## config.mk

```make
export PLATFORM = sky130hd
export DESIGN_NAME = firefly_slot_sync_node_flat
export DESIGN_NICKNAME = d
export VERILOG_FILES = /design/src/hdl/ffs_pkg.sv /design/src/hdl/ffs_evt_if.sv /design/src/hdl/ffs_res_if.sv /design/src/hdl/firefly_slot_sync_node.sv /design/src/hdl/ffs_in_stage.sv /design/src/hdl/ffs_core.sv /design/src/flat_wrapper.sv
export SDC_FILE = /design/constraint.sdc
export NUM_CORES = 1
export LEC_CHECK = 0
export BUFFER_PORTS_ARGS = -buffer_cell sky130_fd_sc_hd__buf_2
export CAP_MARGIN = 20
export CELL_PAD_IN_SITES_DETAIL_PLACEMENT = 1
export CELL_PAD_IN_SITES_GLOBAL_PLACEMENT = 2
export CORE_MARGIN = 3
export CORE_UTILIZATION = 41
export CTS_CLUSTER_DIAMETER = 200
export CTS_CLUSTER_SIZE = 16
export DETAILED_ROUTE_END_ITERATION = 8
export GPL_TIMING_DRIVEN = 0
export PLACE_DENSITY_LB_ADDON = 0.1
export SYNTH_ARGS = -nofsm -noshare
export SYNTH_HDL_FRONTEND = slang
export SYNTH_SLANG_ARGS = --single-unit
```

## constraint.sdc

```tcl
create_clock -name clk -period 18.3 [get_ports clk]
set_input_delay 3.66 -clock clk [delete_from_list [all_inputs] [get_ports clk]]
set_output_delay 3.66 -clock clk [all_outputs]
set_load 0.02 [all_outputs]
```

## src/hdl/ffs_pkg.sv

```systemverilog
// Shared types, widths and codes for the firefly slot sync node.
// No dependencies; every other file of the block imports this package.
package ffs_pkg;

  // Field widths
  localparam int unsigned PH_W       = 10;  // phase, times and slots
  localparam int unsigned ID_W       = 4;
  localparam int unsigned KIND_W     = 2;
  localparam int unsigned CNT_W      = 8;
  localparam int unsigned MODE_W     = 2;
  localparam int unsigned CFG_IDX_W  = 2;
  localparam int unsigned CFG_DATA_W = 10;

  // Defaults for the top level parameters
  localparam int unsigned DEF_PERIOD = 1024;
  localparam int unsigned DEF_BURSTS = 4;

  // Advance reduction: quotient by reciprocal, exact for any 10 bit advance
  localparam int unsigned ADV_SHIFT   = 20;
  localparam int unsigned ADV_RECIP_W = 17;
  localparam int unsigned ADV_PROD_W  = PH_W + ADV_RECIP_W;
  localparam int unsigned ADV_QUOT_W  = 7;   // 1023 / 10 at the smallest period

  // Division by five: reciprocal 2^16/5 rounded up, exact below 2^14
  localparam int unsigned          DIV5_SHIFT  = 16;
  localparam int unsigned          DIV5_RECIP_W = 14;
  localparam logic [DIV5_RECIP_W-1:0] DIV5_RECIP = 14'd13108;
  localparam int unsigned          DIV5_PROD_W = PH_W + DIV5_RECIP_W;
  localparam int unsigned          DELTA_W     = 8;   // 1023 / 5 fits in 8 bits
  localparam int unsigned          DELTA_N     = 2 ** DELTA_W;

  // Input kinds
  localparam logic [KIND_W-1:0] KIND_ADVANCE = 2'd0;
  localparam logic [KIND_W-1:0] KIND_SEND    = 2'd1;
  localparam logic [KIND_W-1:0] KIND_RECV    = 2'd2;

  // Configuration register indexes
  localparam logic [CFG_IDX_W-1:0] REG_NODE_ID    = 2'd0;
  localparam logic [CFG_IDX_W-1:0] REG_START_SLOT = 2'd1;

  // Reported mode codes
  localparam logic [MODE_W-1:0] MODE_CODE_BCAST  = 2'd0;
  localparam logic [MODE_W-1:0] MODE_CODE_QUIET  = 2'd1;
  localparam logic [MODE_W-1:0] MODE_CODE_LISTEN = 2'd2;

  // Node mode, one-hot
  typedef enum logic [2:0] {
    MODE_BCAST  = 3'b001,
    MODE_QUIET  = 3'b010,
    MODE_LISTEN = 3'b100
  } mode_t;

  // One event beat as held in the input register
  typedef struct packed {
    logic [KIND_W-1:0]     kind;
    logic [PH_W-1:0]       advance;
    logic [ID_W-1:0]       sender_id;
    logic [PH_W-1:0]       sender_time;
    logic                  sender_last;
    logic [PH_W-1:0]       random_slot;
    logic [ADV_QUOT_W-1:0] adv_quot;
  } evt_beat_t;

  function automatic logic [MODE_W-1:0] mode_code(input mode_t m);
    logic [MODE_W-1:0] c;
    case (m)
      MODE_BCAST:  c = MODE_CODE_BCAST;
      MODE_QUIET:  c = MODE_CODE_QUIET;
      MODE_LISTEN: c = MODE_CODE_LISTEN;
      default:     c = MODE_CODE_BCAST;
    endcase
    return c;
  endfunction

endpackage

```

## src/hdl/ffs_evt_if.sv

```systemverilog
// Event channel: valid/ready handshake with the event fields.
// Depends on ffs_pkg for field widths.
interface ffs_evt_if import ffs_pkg::*; ();
  logic                  valid;
  logic                  ready;
  logic [KIND_W-1:0]     kind;
  logic [PH_W-1:0]       advance;
  logic [ID_W-1:0]       sender_id;
  logic [PH_W-1:0]       sender_time;
  logic                  sender_last;
  logic [PH_W-1:0]       random_slot;

  modport source (
    output valid, kind, advance, sender_id, sender_time, sender_last, random_slot,
    input  ready
  );
  modport sink (
    input  valid, kind, advance, sender_id, sender_time, sender_last, random_slot,
    output ready
  );
endinterface

```

## src/hdl/ffs_res_if.sv

```systemverilog
// Result channel: valid/ready handshake with the result fields.
// Depends on ffs_pkg for field widths.
interface ffs_res_if import ffs_pkg::*; ();
  logic              valid;
  logic              ready;
  logic              send_valid;
  logic [PH_W-1:0]   send_time;
  logic              send_last;
  logic              blink;
  logic [MODE_W-1:0] mode;
  logic [PH_W-1:0]   phase;

  modport source (
    output valid, send_valid, send_time, send_last, blink, mode, phase,
    input  ready
  );
  modport sink (
    input  valid, send_valid, send_time, send_last, blink, mode, phase,
    output ready
  );
endinterface

```

## src/hdl/firefly_slot_sync_node.sv

```systemverilog
// Top level of the firefly slot sync node: input register and core.
// Depends on ffs_pkg, ffs_evt_if, ffs_res_if, ffs_in_stage and ffs_core.
//
//   channel  dir  beat fields                                            handshake
//   evt      in   kind advance sender_id sender_time sender_last random_slot  valid/ready
//   res      out  send_valid send_time send_last blink mode phase          valid/ready
//   cfg      in   cfg_index cfg_data                                       cfg_wr strobe
//
// One event beat per cycle while the result side keeps up; each beat gives one result
// beat once it has passed the input register, then the state update into the result register.
// Reset is synchronous on rst; no clearing pass.
// A stalled result holds the result register; one more event beat waits in the
// input register, and evt.ready drops only when both are full.
module firefly_slot_sync_node import ffs_pkg::*; #(
  parameter int unsigned PERIOD = DEF_PERIOD,
  parameter int unsigned BURSTS = DEF_BURSTS
) (
  input  logic                  clk,
  input  logic                  rst,
  input  logic                  cfg_wr,
  input  logic [CFG_IDX_W-1:0]  cfg_index,
  input  logic [CFG_DATA_W-1:0] cfg_data,
  ffs_evt_if.sink               evt,
  ffs_res_if.source             res
);

  logic      stg_vld;
  logic      stg_take;
  evt_beat_t stg_beat;

  // Input register
  ffs_in_stage #(
    .PERIOD (PERIOD)
  ) u_in_stage (
    .clk  (clk),
    .rst  (rst),
    .evt  (evt),
    .take (stg_take),
    .vld  (stg_vld),
    .beat (stg_beat)
  );

  // State update and result register
  ffs_core #(
    .PERIOD (PERIOD),
    .BURSTS (BURSTS)
  ) u_core (
    .clk       (clk),
    .rst       (rst),
    .cfg_wr    (cfg_wr),
    .cfg_index (cfg_index),
    .cfg_data  (cfg_data),
    .vld       (stg_vld),
    .beat      (stg_beat),
    .take      (stg_take),
    .res       (res)
  );

endmodule

```

## src/hdl/ffs_in_stage.sv

```systemverilog
// Input register of the node: takes one event beat and precomputes the
// quotient advance / PERIOD. Depends on ffs_pkg and ffs_evt_if.
module ffs_in_stage import ffs_pkg::*; #(
  parameter int unsigned PERIOD = DEF_PERIOD
) (
  input  logic       clk,
  input  logic       rst,
  ffs_evt_if.sink    evt,
  input  logic       take,
  output logic       vld,
  output evt_beat_t  beat
);

  localparam logic [ADV_RECIP_W-1:0] ADV_RECIP =
    ADV_RECIP_W'((2 ** ADV_SHIFT + PERIOD - 1) / PERIOD);

  logic [ADV_PROD_W-1:0] adv_prod;
  logic                  accept;

  // Open for a new beat when empty or when the held beat moves on
  assign evt.ready = !vld || take;
  assign accept    = evt.valid && evt.ready;

  // Quotient of the advance by the period, by reciprocal
  assign adv_prod = ADV_PROD_W'(evt.advance) * ADV_PROD_W'(ADV_RECIP);

  // Hold valid
  always_ff @(posedge clk) begin
    if (rst) begin
      vld <= 1'b0;
    end else if (accept) begin
      vld <= 1'b1;
    end else if (take) begin
      vld <= 1'b0;
    end
  end

  // Capture payload
  always_ff @(posedge clk) begin
    if (accept) begin
      beat.kind        <= evt.kind;
      beat.advance     <= evt.advance;
      beat.sender_id   <= evt.sender_id;
      beat.sender_time <= evt.sender_time;
      beat.sender_last <= evt.sender_last;
      beat.random_slot <= evt.random_slot;
      beat.adv_quot    <= adv_prod[ADV_SHIFT +: ADV_QUOT_W];
    end
  end

endmodule

```

## src/hdl/ffs_core.sv

```systemverilog
// Node state, configuration registers, the one-step update and the result
// register. Depends on ffs_pkg and ffs_res_if.
module ffs_core import ffs_pkg::*; #(
  parameter int unsigned PERIOD = DEF_PERIOD,
  parameter int unsigned BURSTS = DEF_BURSTS
) (
  input  logic                  clk,
  input  logic                  rst,
  input  logic                  cfg_wr,
  input  logic [CFG_IDX_W-1:0]  cfg_index,
  input  logic [CFG_DATA_W-1:0] cfg_data,
  input  logic                  vld,
  input  evt_beat_t             beat,
  output logic                  take,
  ffs_res_if.source             res
);

  localparam logic [PH_W:0]    PERIOD_W = (PH_W + 1)'(PERIOD);
  localparam logic [CNT_W-1:0] BURSTS_W = CNT_W'(BURSTS);
  localparam int unsigned      ADV_MUL_W = ADV_QUOT_W + PH_W + 1;

  // State
  logic [PH_W-1:0]  phase_count, phase_count_next;
  mode_t            node_mode, node_mode_next;
  logic [PH_W-1:0]  send_slot, send_slot_next;
  logic [CNT_W-1:0] sent_count, sent_count_next;
  logic             cycle_done, cycle_done_next;
  logic [ID_W-1:0]  node_id;

  // Step results
  logic             sv, sl, blink;
  logic [PH_W-1:0]  st;
  logic             leave_bcast;

  // Advance path
  logic [ADV_MUL_W-1:0] adv_mul;
  logic [PH_W-1:0]      adv_rem;
  logic [PH_W:0]        adv_sum;
  logic [PH_W-1:0]      adv_phase;

  // Nudge path
  logic signed [PH_W:0]   diff;
  logic [PH_W-1:0]        diff_mag;
  logic [DIV5_PROD_W-1:0] div5_prod;
  logic [DELTA_W-1:0]     delta_mag;
  logic [PH_W-1:0]        delta_mod;
  logic [PH_W:0]          nudge_sum;
  logic [PH_W-1:0]        nudge_phase;
  logic [PH_W-1:0]        dmod_tbl [DELTA_N];

  logic [CNT_W-1:0]       sent_inc;

  // Constant table of i mod PERIOD for the positive nudge
  for (genvar i = 0; i < DELTA_N; i++) begin : g_dmod
    localparam int unsigned DM = i % PERIOD;
    assign dmod_tbl[i] = PH_W'(DM);
  end

  // Move a beat on when the result register is free or being emptied
  assign take = vld && (!res.valid || res.ready);

  // Advance: remainder of the advance, then one wrap of the sum
  assign adv_mul   = ADV_MUL_W'(beat.adv_quot) * ADV_MUL_W'(PERIOD_W);
  assign adv_rem   = beat.advance - adv_mul[PH_W-1:0];
  assign adv_sum   = {1'b0, phase_count} + {1'b0, adv_rem};
  assign adv_phase = (adv_sum >= PERIOD_W) ? PH_W'(adv_sum - PERIOD_W) : adv_sum[PH_W-1:0];

  // Nudge: (sender_time - phase) / 5 toward zero; a backward step never
  // goes below zero since its size is at most phase / 5
  assign diff      = $signed({1'b0, beat.sender_time}) - $signed({1'b0, phase_count});
  assign diff_mag  = diff[PH_W] ? PH_W'(-diff) : PH_W'(diff);
  assign div5_prod = DIV5_PROD_W'(diff_mag) * DIV5_PROD_W'(DIV5_RECIP);
  assign delta_mag = div5_prod[DIV5_SHIFT +: DELTA_W];
  assign delta_mod = dmod_tbl[delta_mag];
  assign nudge_sum = {1'b0, phase_count} + {1'b0, delta_mod};

  always_comb begin
    if (diff[PH_W]) begin
      nudge_phase = phase_count - PH_W'(delta_mag);
    end else if (nudge_sum >= PERIOD_W) begin
      nudge_phase = PH_W'(nudge_sum - PERIOD_W);
    end else begin
      nudge_phase = nudge_sum[PH_W-1:0];
    end
  end

  assign sent_inc = sent_count + CNT_W'(1);

  // Next state for the held beat
  always_comb begin
    phase_count_next = phase_count;
    node_mode_next   = node_mode;
    send_slot_next   = send_slot;
    sent_count_next  = sent_count;
    cycle_done_next  = cycle_done;
    sv               = 1'b0;
    st               = '0;
    sl               = 1'b0;
    blink            = 1'b0;
    leave_bcast      = 1'b0;

    case (beat.kind)
      KIND_ADVANCE: begin
        phase_count_next = adv_phase;
        blink            = adv_phase < phase_count;
      end
      KIND_SEND: begin
        if (node_mode == MODE_BCAST && !cycle_done && phase_count >= send_slot) begin
          sent_count_next = sent_inc;
          sv              = 1'b1;
          st              = phase_count;
          sl              = (sent_inc == BURSTS_W);
        end
        cycle_done_next = 1'b1;
        if (sent_count_next == BURSTS_W) begin
          leave_bcast    = (node_mode == MODE_BCAST);
          node_mode_next = MODE_QUIET;
        end
      end
      KIND_RECV: begin
        phase_count_next = nudge_phase;
        blink            = nudge_phase < phase_count;
        if ((node_mode == MODE_BCAST || node_mode == MODE_QUIET) &&
            beat.sender_id < node_id) begin
          leave_bcast    = (node_mode == MODE_BCAST);
          node_mode_next = MODE_LISTEN;
        end else if (node_mode == MODE_LISTEN &&
                     (beat.sender_id > node_id ||
                      (node_id != '0 && beat.sender_id == node_id - ID_W'(1) &&
                       beat.sender_last))) begin
          node_mode_next = MODE_BCAST;
        end
      end
      default: begin
      end
    endcase

    // Drop the burst and draw a fresh slot on leaving broadcasting
    if (leave_bcast) begin
      sent_count_next = '0;
      cycle_done_next = 1'b0;
      send_slot_next  = beat.random_slot;
    end

    // A new cycle re-arms sending
    if (blink) begin
      cycle_done_next = 1'b0;
    end
  end

  // Advance state; configuration writes are to come while idle, which the block does not enforce
  always_ff @(posedge clk) begin
    if (rst) begin
      phase_count <= '0;
      node_mode   <= MODE_BCAST;
      send_slot   <= '0;
      sent_count  <= '0;
      cycle_done  <= 1'b0;
      node_id     <= '0;
    end else begin
      if (take) begin
        phase_count <= phase_count_next;
        node_mode   <= node_mode_next;
        send_slot   <= send_slot_next;
        sent_count  <= sent_count_next;
        cycle_done  <= cycle_done_next;
      end
      if (cfg_wr) begin
        case (cfg_index)
          REG_NODE_ID:    node_id   <= cfg_data[ID_W-1:0];
          REG_START_SLOT: send_slot <= cfg_data[PH_W-1:0];
          default: begin
          end
        endcase
      end
    end
  end

  // Hold result valid until the beat is taken
  always_ff @(posedge clk) begin
    if (rst) begin
      res.valid <= 1'b0;
    end else if (take) begin
      res.valid <= 1'b1;
    end else if (res.ready) begin
      res.valid <= 1'b0;
    end
  end

  // Result payload
  always_ff @(posedge clk) begin
    if (take) begin
      res.send_valid <= sv;
      res.send_time  <= st;
      res.send_last  <= sl;
      res.blink      <= blink;
      res.mode       <= mode_code(node_mode_next);
      res.phase      <= phase_count_next;
    end
  end

endmodule

```

## src/flat_wrapper.sv

```systemverilog
// flat-port wrapper written by rule: the top's interface ports become plain ports
module firefly_slot_sync_node_flat import ffs_pkg::*;
#(
  parameter int unsigned PERIOD = DEF_PERIOD,
  parameter int unsigned BURSTS = DEF_BURSTS
)
  (clk, rst, cfg_wr, cfg_index, cfg_data, evt_valid, evt_kind, evt_advance, evt_sender_id, evt_sender_time, evt_sender_last, evt_random_slot, evt_ready, res_valid, res_send_valid, res_send_time, res_send_last, res_blink, res_mode, res_phase, res_ready);
  ffs_evt_if evt_i ();
  ffs_res_if res_i ();
  input  logic clk;
  input  logic rst;
  input  logic cfg_wr;
  input  logic [CFG_IDX_W-1:0] cfg_index;
  input  logic [CFG_DATA_W-1:0] cfg_data;
  input wire logic [$bits(evt_i.valid)-1:0] evt_valid;
  input wire logic [$bits(evt_i.kind)-1:0] evt_kind;
  input wire logic [$bits(evt_i.advance)-1:0] evt_advance;
  input wire logic [$bits(evt_i.sender_id)-1:0] evt_sender_id;
  input wire logic [$bits(evt_i.sender_time)-1:0] evt_sender_time;
  input wire logic [$bits(evt_i.sender_last)-1:0] evt_sender_last;
  input wire logic [$bits(evt_i.random_slot)-1:0] evt_random_slot;
  output wire logic [$bits(evt_i.ready)-1:0] evt_ready;
  output wire logic [$bits(res_i.valid)-1:0] res_valid;
  output wire logic [$bits(res_i.send_valid)-1:0] res_send_valid;
  output wire logic [$bits(res_i.send_time)-1:0] res_send_time;
  output wire logic [$bits(res_i.send_last)-1:0] res_send_last;
  output wire logic [$bits(res_i.blink)-1:0] res_blink;
  output wire logic [$bits(res_i.mode)-1:0] res_mode;
  output wire logic [$bits(res_i.phase)-1:0] res_phase;
  input wire logic [$bits(res_i.ready)-1:0] res_ready;
  assign evt_i.valid = evt_valid;
  assign evt_i.kind = evt_kind;
  assign evt_i.advance = evt_advance;
  assign evt_i.sender_id = evt_sender_id;
  assign evt_i.sender_time = evt_sender_time;
  assign evt_i.sender_last = evt_sender_last;
  assign evt_i.random_slot = evt_random_slot;
  assign evt_ready = evt_i.ready;
  assign res_valid = res_i.valid;
  assign res_send_valid = res_i.send_valid;
  assign res_send_time = res_i.send_time;
  assign res_send_last = res_i.send_last;
  assign res_blink = res_i.blink;
  assign res_mode = res_i.mode;
  assign res_phase = res_i.phase;
  assign res_i.ready = res_ready;
  firefly_slot_sync_node #(.PERIOD(PERIOD), .BURSTS(BURSTS)) u_core (.clk(clk), .rst(rst), .cfg_wr(cfg_wr), .cfg_index(cfg_index), .cfg_data(cfg_data), .evt(evt_i), .res(res_i));
endmodule
```

==> results.json, run 1 <==
{
  "dieHeight_um": 149,
  "dr_total_vias": 6753,
  "syn_area_um2": 8420,
  "row_count": 51,
  "diodes": 0,
  "drt_iter0_drc": 281,
  "ant_nets": 0,
  "drt_pre_antenna_iters": 5,
  "io_pins": 81,
  "grt_max_degree": 36,
  "grt_overflow": 0,
  "timing.final.crit_share_pct": 62.1,
  "worst_ep_arrival_time_ns": 11.58,
  "setup_viol": 0,
  "cp_top_family": "adder cells",
  "die_x_um": 149,
  "hold_buffers": 0,
  "async_flop_share_pct": 0,
  "grt_pass1_vias": 7075,
  "outcome": "finished, final reports clean",
  "cts-htree-levels": 3,
  "cts_tree": "built",
  "grt_antenna_before_repair": 0,
  "cts_sinks": 100,
  "cts_setup_buffers": 0,
  "hold_path_class": "reg2reg",
  "root_buffer": "clkbuf_16",
  "layout-drive-gt1-share_pct": 12.3,
  "slew_viol_final": 0,
  "syn_to_final_growth_pct": 13.2,
  "crit_slowest_cell": "or4_1",
  "endpoint_kind": "flip-flop",
  "core_area_um2": 19800,
  "synthCells": 901,
  "place.gp.congestion": 0.815,
  "hpwl_um": 18400,
  "rsz0062_at_grt": "false",
  "ys_ff_latch": 100,
  "worst-setup-path-type": "reg2reg",
  "ff2ff_path_depth": 50,
  "numCtsBuffers": 9,
  "r2r_end": "u_core.u_core.cycle_done",
  "startpoint_type": "flip-flop",
  "synth_nets": 1111,
  "holdPathEnd": "u_core.u_core.send_slot[4]",
  "fmaxAchievable_mhz": 88.0,
  "grt.total_usage_pct": 21.0,
  "start_util_pct": 42.4,
  "synth.yosys.seq_area_share_pct": 31.2,
  "worstMarginPinSlew_ns": 0.850,
  "wl_per_cell_um": 18.0,
  "slew_headroom_pct": 42.8,
  "cts_buffer_depth": 2,
  "cp_num_buf_inv": 7,
  "skew_ns": 0.0165,
  "required_ns": 18.52,
  "clk_latency_ns": 0.36,
  "clk_pin_slew_worst_paths_ns": 0.08,
  "cp_common_cell": "inv_1",
  "cts_resized": 0,
  "synth_warnings": 0,
  "reg2reg_slack_ns": 6.93,
  "cpPeakStageDelay_ns": 0.57,
  "syn_area_per_cell_um2": 9.34,
  "drc": 0,
  "min_period_ns": 11.37,
  "finalWirelength_um": 22700,
  "die_area_um2": 22300,
  "drv_cap": 0,
  "final.setup.tns_ns": 0,
  "hold_depth": 2,
  "synth_edf_count": 62,
  "yosys_most_used_dff": "edfxtp_1",
  "hold_violations": 0,
  "ys_types": 72,
  "finalNetCount": 1204,
  "grt_pass1_wl_um": 36800,
  "viasPerCell": 5.34,
  "io_buffers": 80,
  "path_max_fanout": 7,
  "hp-start": "u_core.u_core.send_slot[4]",
  "r2r_start": "u_core.u_core.phase_count[1]"
}
-- layout by cell type, fill, tap and decap left out, types with 19 or more instances in the layout --
cell and instances:
edfxtp_1 62, nand2_1 65, nor2_1 84, a21o_1 19, a21oi_1 48, ha_1 127
o21ai_0 34, dfxtp_1 38, xnor2_1 35, inv_1 110, fa_1 29, clkbuf_1 20
buf_2 82
-- state kept, by name (all words and copies together) (netlist names), 2 cells and up --
| signal | flops |
|---|---|
| u_core.u_core.send_slot | 10 |
| u_core.u_core.node_mode | 3 |
| u_core.u_in_stage.beat | 37 |
| u_core.u_core.node_id | 4 |
| u_core.u_core.sent_count | 8 |
| u_core.u_core.res.send_time | 10 |
| u_core.u_core.res.mode | 2 |
| u_core.u_core.res.phase | 10 |
| u_core.u_core.phase_count | 10 |
-- cell type report --
type                       count  area, µm²
inverter                     111        417
multi-input combinational    663       5270
sequential                   100       2620
timing repair buffer          82        440
clock buffer                  12        289
clock inverter                 4       45.0
fill                        2329      10300
buffer                        27        108
tap                          265        332
-- per-layer routing --
layer  GRT usage (%)  vias up  part of all wire [%]
met5               0        -                     0
met1            30.2     3286                    50
li1                -     3366                     -
met4            4.03        0                  0.82
met3            2.22       14                   2.7
met2            34.5       87                    46
-- synth_stat cells (4+ instances only) --
cell,number,area share [%]
nor2_1,84,3.7
xnor2_1,35,3.6
and3_1,5,0.37
nor2b_1,12,0.89
nand3_1,14,0.83
clkbuf_1,20,0.89
nand4_1,5,0.37
o21a_1,12,1.1
edfxtp_1,62,22
or4b_1,4,0.48
or3_1,8,0.59
o21ai_0,34,2.0
or2_2,8,0.59
ha_1,127,19
nor3_1,13,0.77
o21ai_1,5,0.30
a211oi_1,10,0.89
nand2_1,65,2.9
xor2_1,14,1.5
a21o_1,19,1.7
inv_1,110,4.9
and2_1,7,0.52
a31oi_1,8,0.59
a211o_1,5,0.52
a21boi_0,4,0.36
a221o_1,4,0.48
a22oi_1,8,0.71
a311oi_1,10,1.0
dfxtp_1,38,9.0
buf_1,4,0.18
a21oi_1,48,2.9
nand2b_1,8,0.59
fa_1,29,6.9
-- through the flow --
stage	setup slack (ns)	instances	instance area [µm²]	hold WS, ns	util, %
detailed placement	6.97	1248	9190	0.500	46.3
global route	5.92	1264	9530	0.549	48.0
CTS	6.91	1264	9530	0.512	48.0
floorplan	8.50	901	8420	0.466	-
global placement	7.12	1246	9150	0.497	46.1
finish	6.93	1264	9530	0.513	48.0
-- worst register-to-register path: cells and delay by family, from the launching register on --
| kind | cells | cell delay [ns] |
|---|---|---|
| AO/OA/AOI/OAI | 16 | 3.20 |
| XOR/XNOR | 5 | 1.21 |
| adder cells (fa/ha/maj) | 10 | 3.84 |
| buffers and inverters | 7 | 0.65 |
| flip-flops | 1 | 0.56 |
| AND/OR/NAND/NOR | 12 | 1.78 |
-- logic make-up after synthesis --
family	count (synthesis)	share of synthesized area (%)
compound gates	202	16.7
xor+xnor	50	5.29
fa+ha+maj	156	25.8
flops	100	31.2
mux	3	0.372
buf+inv	138	6.23
simple gates	252	14.5
-- how the worst max path moves through the flow --
stage	startpoint	endpoint	slack (ns)	depth (start not counted)
5_1_grt	u_core.u_core.phase_count[1]	u_core.u_core.cycle_done	5.92	50
3_5_place_dp	u_core.u_core.phase_count[1]	u_core.u_core.cycle_done	6.97	49
2_1_floorplan	u_core.u_core.phase_count[0]	u_core.u_core.cycle_done	8.50	42
6_report	u_core.u_core.phase_count[1]	u_core.u_core.cycle_done	6.93	50
3_3_place_gp	u_core.u_core.phase_count[1]	u_core.u_core.cycle_done	7.12	49
4_1_cts	u_core.u_core.phase_count[1]	u_core.u_core.cycle_done	6.91	50
Power of run 1 is not shown: default switching activity piles up to over one toggle a cycle in this logic, so the estimate is an artifact.
==> inputs of run 2 (changes only) <==
--- a/config.mk
+++ b/config.mk
@@ -5,12 +5,13 @@
 export SDC_FILE = /design/constraint.sdc
 export NUM_CORES = 1
 export LEC_CHECK = 0
+export ABC_AREA = 1
 export BUFFER_PORTS_ARGS = -buffer_cell sky130_fd_sc_hd__buf_2
 export CAP_MARGIN = 20
 export CELL_PAD_IN_SITES_DETAIL_PLACEMENT = 1
 export CELL_PAD_IN_SITES_GLOBAL_PLACEMENT = 2
 export CORE_MARGIN = 3
-export CORE_UTILIZATION = 41
+export CORE_UTILIZATION = 37
 export CTS_CLUSTER_DIAMETER = 200
 export CTS_CLUSTER_SIZE = 16
 export DETAILED_ROUTE_END_ITERATION = 8
==> constraint.sdc (replaced) <==
create_clock -name clk -period 11.5 [get_ports clk]
set_input_delay 2.3 -clock clk [delete_from_list [all_inputs] [get_ports clk]]
set_output_delay 2.3 -clock clk [all_outputs]
set_load 0.02 [all_outputs]
==> run 2 against run 1 <==
Wire length increased by 7.2%. Register-to-register slack got worse by 5.9 ns. Critical endpoint unchanged. Critical path depth decreased by 1. Utilization decreased by 5.1 points. Highest routed layer unchanged.
==> results.json, run 2 <==
{
  "outcome": "finished, final reports clean",
  "ys_types": 45,
  "synth_nets": 1260,
  "cts_setup_buffers": 0,
  "reg2reg_slack_ns": 1.08,
  "skew_ns": 0.0162,
  "final.setup.tns_ns": 0,
  "cpPeakStageDelay_ns": 0.66,
  "drt_iter0_drc": 244,
  "numCtsBuffers": 9,
  "clk_pin_slew_worst_paths_ns": 0.08,
  "hold_buffers": 0,
  "worst-setup-path-type": "reg2reg",
  "startpoint_type": "flip-flop",
  "synthCells": 1050,
  "syn_area_um2": 8660,
  "cts-htree-levels": 3,
  "finalNetCount": 1351,
  "die_area_um2": 25300,
  "hold_path_class": "reg2reg",
  "cts_tree": "built",
  "cts_sinks": 100,
  "root_buffer": "clkbuf_16",
  "syn_area_per_cell_um2": 8.25,
  "slew_headroom_pct": 43.0,
  "die_x_um": 159,
  "hpwl_um": 20300,
  "start_util_pct": 37.9,
  "dr_total_vias": 7169,
  "viasPerCell": 4.91,
  "min_period_ns": 10.42,
  "slew_viol_final": 0,
  "async_flop_share_pct": 0,
  "synth_edf_count": 62,
  "grt_pass1_vias": 7490,
  "synth.yosys.seq_area_share_pct": 30.3,
  "hold_violations": 0,
  "synth_warnings": 0,
  "cts_resized": 0,
  "io_pins": 81,
  "core_area_um2": 22800,
  "finalWirelength_um": 24300,
  "yosysMostFrequentCell": "inv_1",
  "place.gp.congestion": 0.843,
  "ff2ff_path_depth": 49,
  "io_buffers": 79,
  "drc": 0,
  "dieHeight_um": 159,
  "regArea_um2": 2620,
  "yosys_most_used_dff": "edfxtp_1",
  "worstMarginPinSlew_ns": 0.854,
  "crit_end": "u_core.u_core.cycle_done",
  "drt_pre_antenna_iters": 4,
  "synth_top_area_cell": "edfxtp_1",
  "yosys.area.top_type_share_pct": 21.5,
  "fmaxAchievable_mhz": 96.0,
  "cp_common_cell": "inv_1",
  "syn_to_final_growth_pct": 13.1,
  "ant_nets": 0,
  "layout_commonest_cell": "inv_1",
  "yosys-top-cells-count": "186 x inv_1, 179 x nand2_1, 127 x ha_1, 78 x nor2_1, 74 x a21oi_1",
  "wl_per_cell_um": 16.7,
  "path_max_fanout": 7,
  "rsz0062_at_grt": "false",
  "synth_area_leaders": "edfxtp_1 22%, ha_1 18%, dfxtp_1 8.8%, inv_1 8.1%, nand2_1 7.8%",
  "grt_antenna_before_repair": 0,
  "clk_latency_ns": 0.36,
  "grt.total_usage_pct": 19.7,
  "regMostFlops": "u_core.u_in_stage.beat",
  "grt_pass1_wl_um": 39700,
  "timing.final.crit_share_pct": 90.6,
  "r2r_end": "u_core.u_core.cycle_done",
  "endpoint_kind": "flip-flop",
  "r2r_start": "u_core.u_core.phase_count[1]",
  "diodes": 0,
  "drv_cap": 0,
  "grt_max_degree": 35,
  "largest_reg_flops": 37,
  "multi_input_area_um2": 5240,
  "layout-drive-gt1-share_pct": 11.8,
  "worst_ep_arrival_time_ns": 10.67,
  "setup_viol": 0,
  "grt_overflow": 0,
  "layout_common_cells": "185 x inv_1, 179 x nand2_1, 127 x ha_1",
  "required_ns": 11.75,
  "cts_buffer_depth": 2,
  "row_count": 55,
  "ys_ff_latch": 100,
  "fillers": 2830,
  "crit_slowest_cell": "dfxtp_1",
  "startpoint": "u_core.u_core.phase_count[1]"
}
## run 2: changes by cell type in the layout (fill, tap and decap cells not counted), sizes merged, moves of 11 or more
cell    delta
a21o      -16
nand3     +44
clkbuf    -16
a311oi    -11
nand4     +16
xnor2     -20
inv       +77
xor2      +20
nand2    +124
nor2b     -13
a21oi     +25
## run 2: worst min-delay path by stage
stage                                startpoint  slack [ns]  cells past startpoint                     endpoint
floorplan           u_core.u_core.sent_count[7]        0.46                      2  u_core.u_core.sent_count[7]
finish              u_core.u_core.sent_count[7]        0.49                      2  u_core.u_core.sent_count[7]
detailed placement  u_core.u_core.sent_count[7]        0.49                      2  u_core.u_core.sent_count[7]
global route        u_core.u_core.sent_count[7]        0.52                      2  u_core.u_core.sent_count[7]
global placement    u_core.u_core.sent_count[7]        0.47                      2  u_core.u_core.sent_count[7]
CTS                 u_core.u_core.sent_count[7]        0.50                      2  u_core.u_core.sent_count[7]
## run 2: worst max-delay path, delay by kind of cell, from the launching register on
family,cells,cell delay [ns]
flip-flops,1,0.66
AO/OA/AOI/OAI,13,2.12
XOR/XNOR,4,0.98
adder cells (fa/ha/maj),10,4.05
AND/OR/NAND/NOR,14,1.70
buffers and inverters,8,0.77
## run 2: stage by stage
stage | util [%] | instance area [µm²] | setup slack, ns | cells | hold slack (ns)
2_1_floorplan | - | 8660 | 2.75 | 1050 | 0.457
3_3_place_gp | 41.3 | 9450 | 1.20 | 1442 | 0.469
3_5_place_dp | 41.4 | 9470 | 1.10 | 1443 | 0.486
4_1_cts | 42.9 | 9790 | 1.04 | 1459 | 0.498
5_1_grt | 42.9 | 9790 | 0.0959 | 1459 | 0.525
6_report | 42.9 | 9790 | 1.08 | 1459 | 0.492
## run 2: kinds of logic (layout without fill, tap and decap cells)
logic type | Yosys count | in the layout | synth area share, %
AO/OA/AOI/OAI | 151 | 151 | 10.0
XOR/XNOR | 50 | 50 | 5.06
adder cells (fa/ha/maj) | 156 | 156 | 25.1
buffers and inverters | 205 | 301 | 9.16
flip-flops | 100 | 100 | 30.3
multiplexers | 1 | 1 | 0.116
AND/OR/NAND/NOR | 387 | 387 | 20.3
## run 2: per-layer routing
| layer | GRT usage, % | vias up | part of all wire [%] |
|---|---|---|---|
| met5 | 0 | - | 0 |
| met4 | 3.58 | 0 | 1.1 |
| met3 | 2.58 | 22 | 2.2 |
| met2 | 33.6 | 65 | 47 |
| met1 | 27.2 | 3426 | 50 |
| li1 | - | 3656 | - |
## run 2: cell type report
type	instances	share of cell area [%]
inverter	190	7.28
clock buffer	9	2.30
buffer	15	0.818
clock inverter	7	1.05
multi-input combinational	745	53.5
tap	313	4.00
sequential	100	26.8
timing repair buffer	80	4.24
Power of run 2 is left out for the same reason.
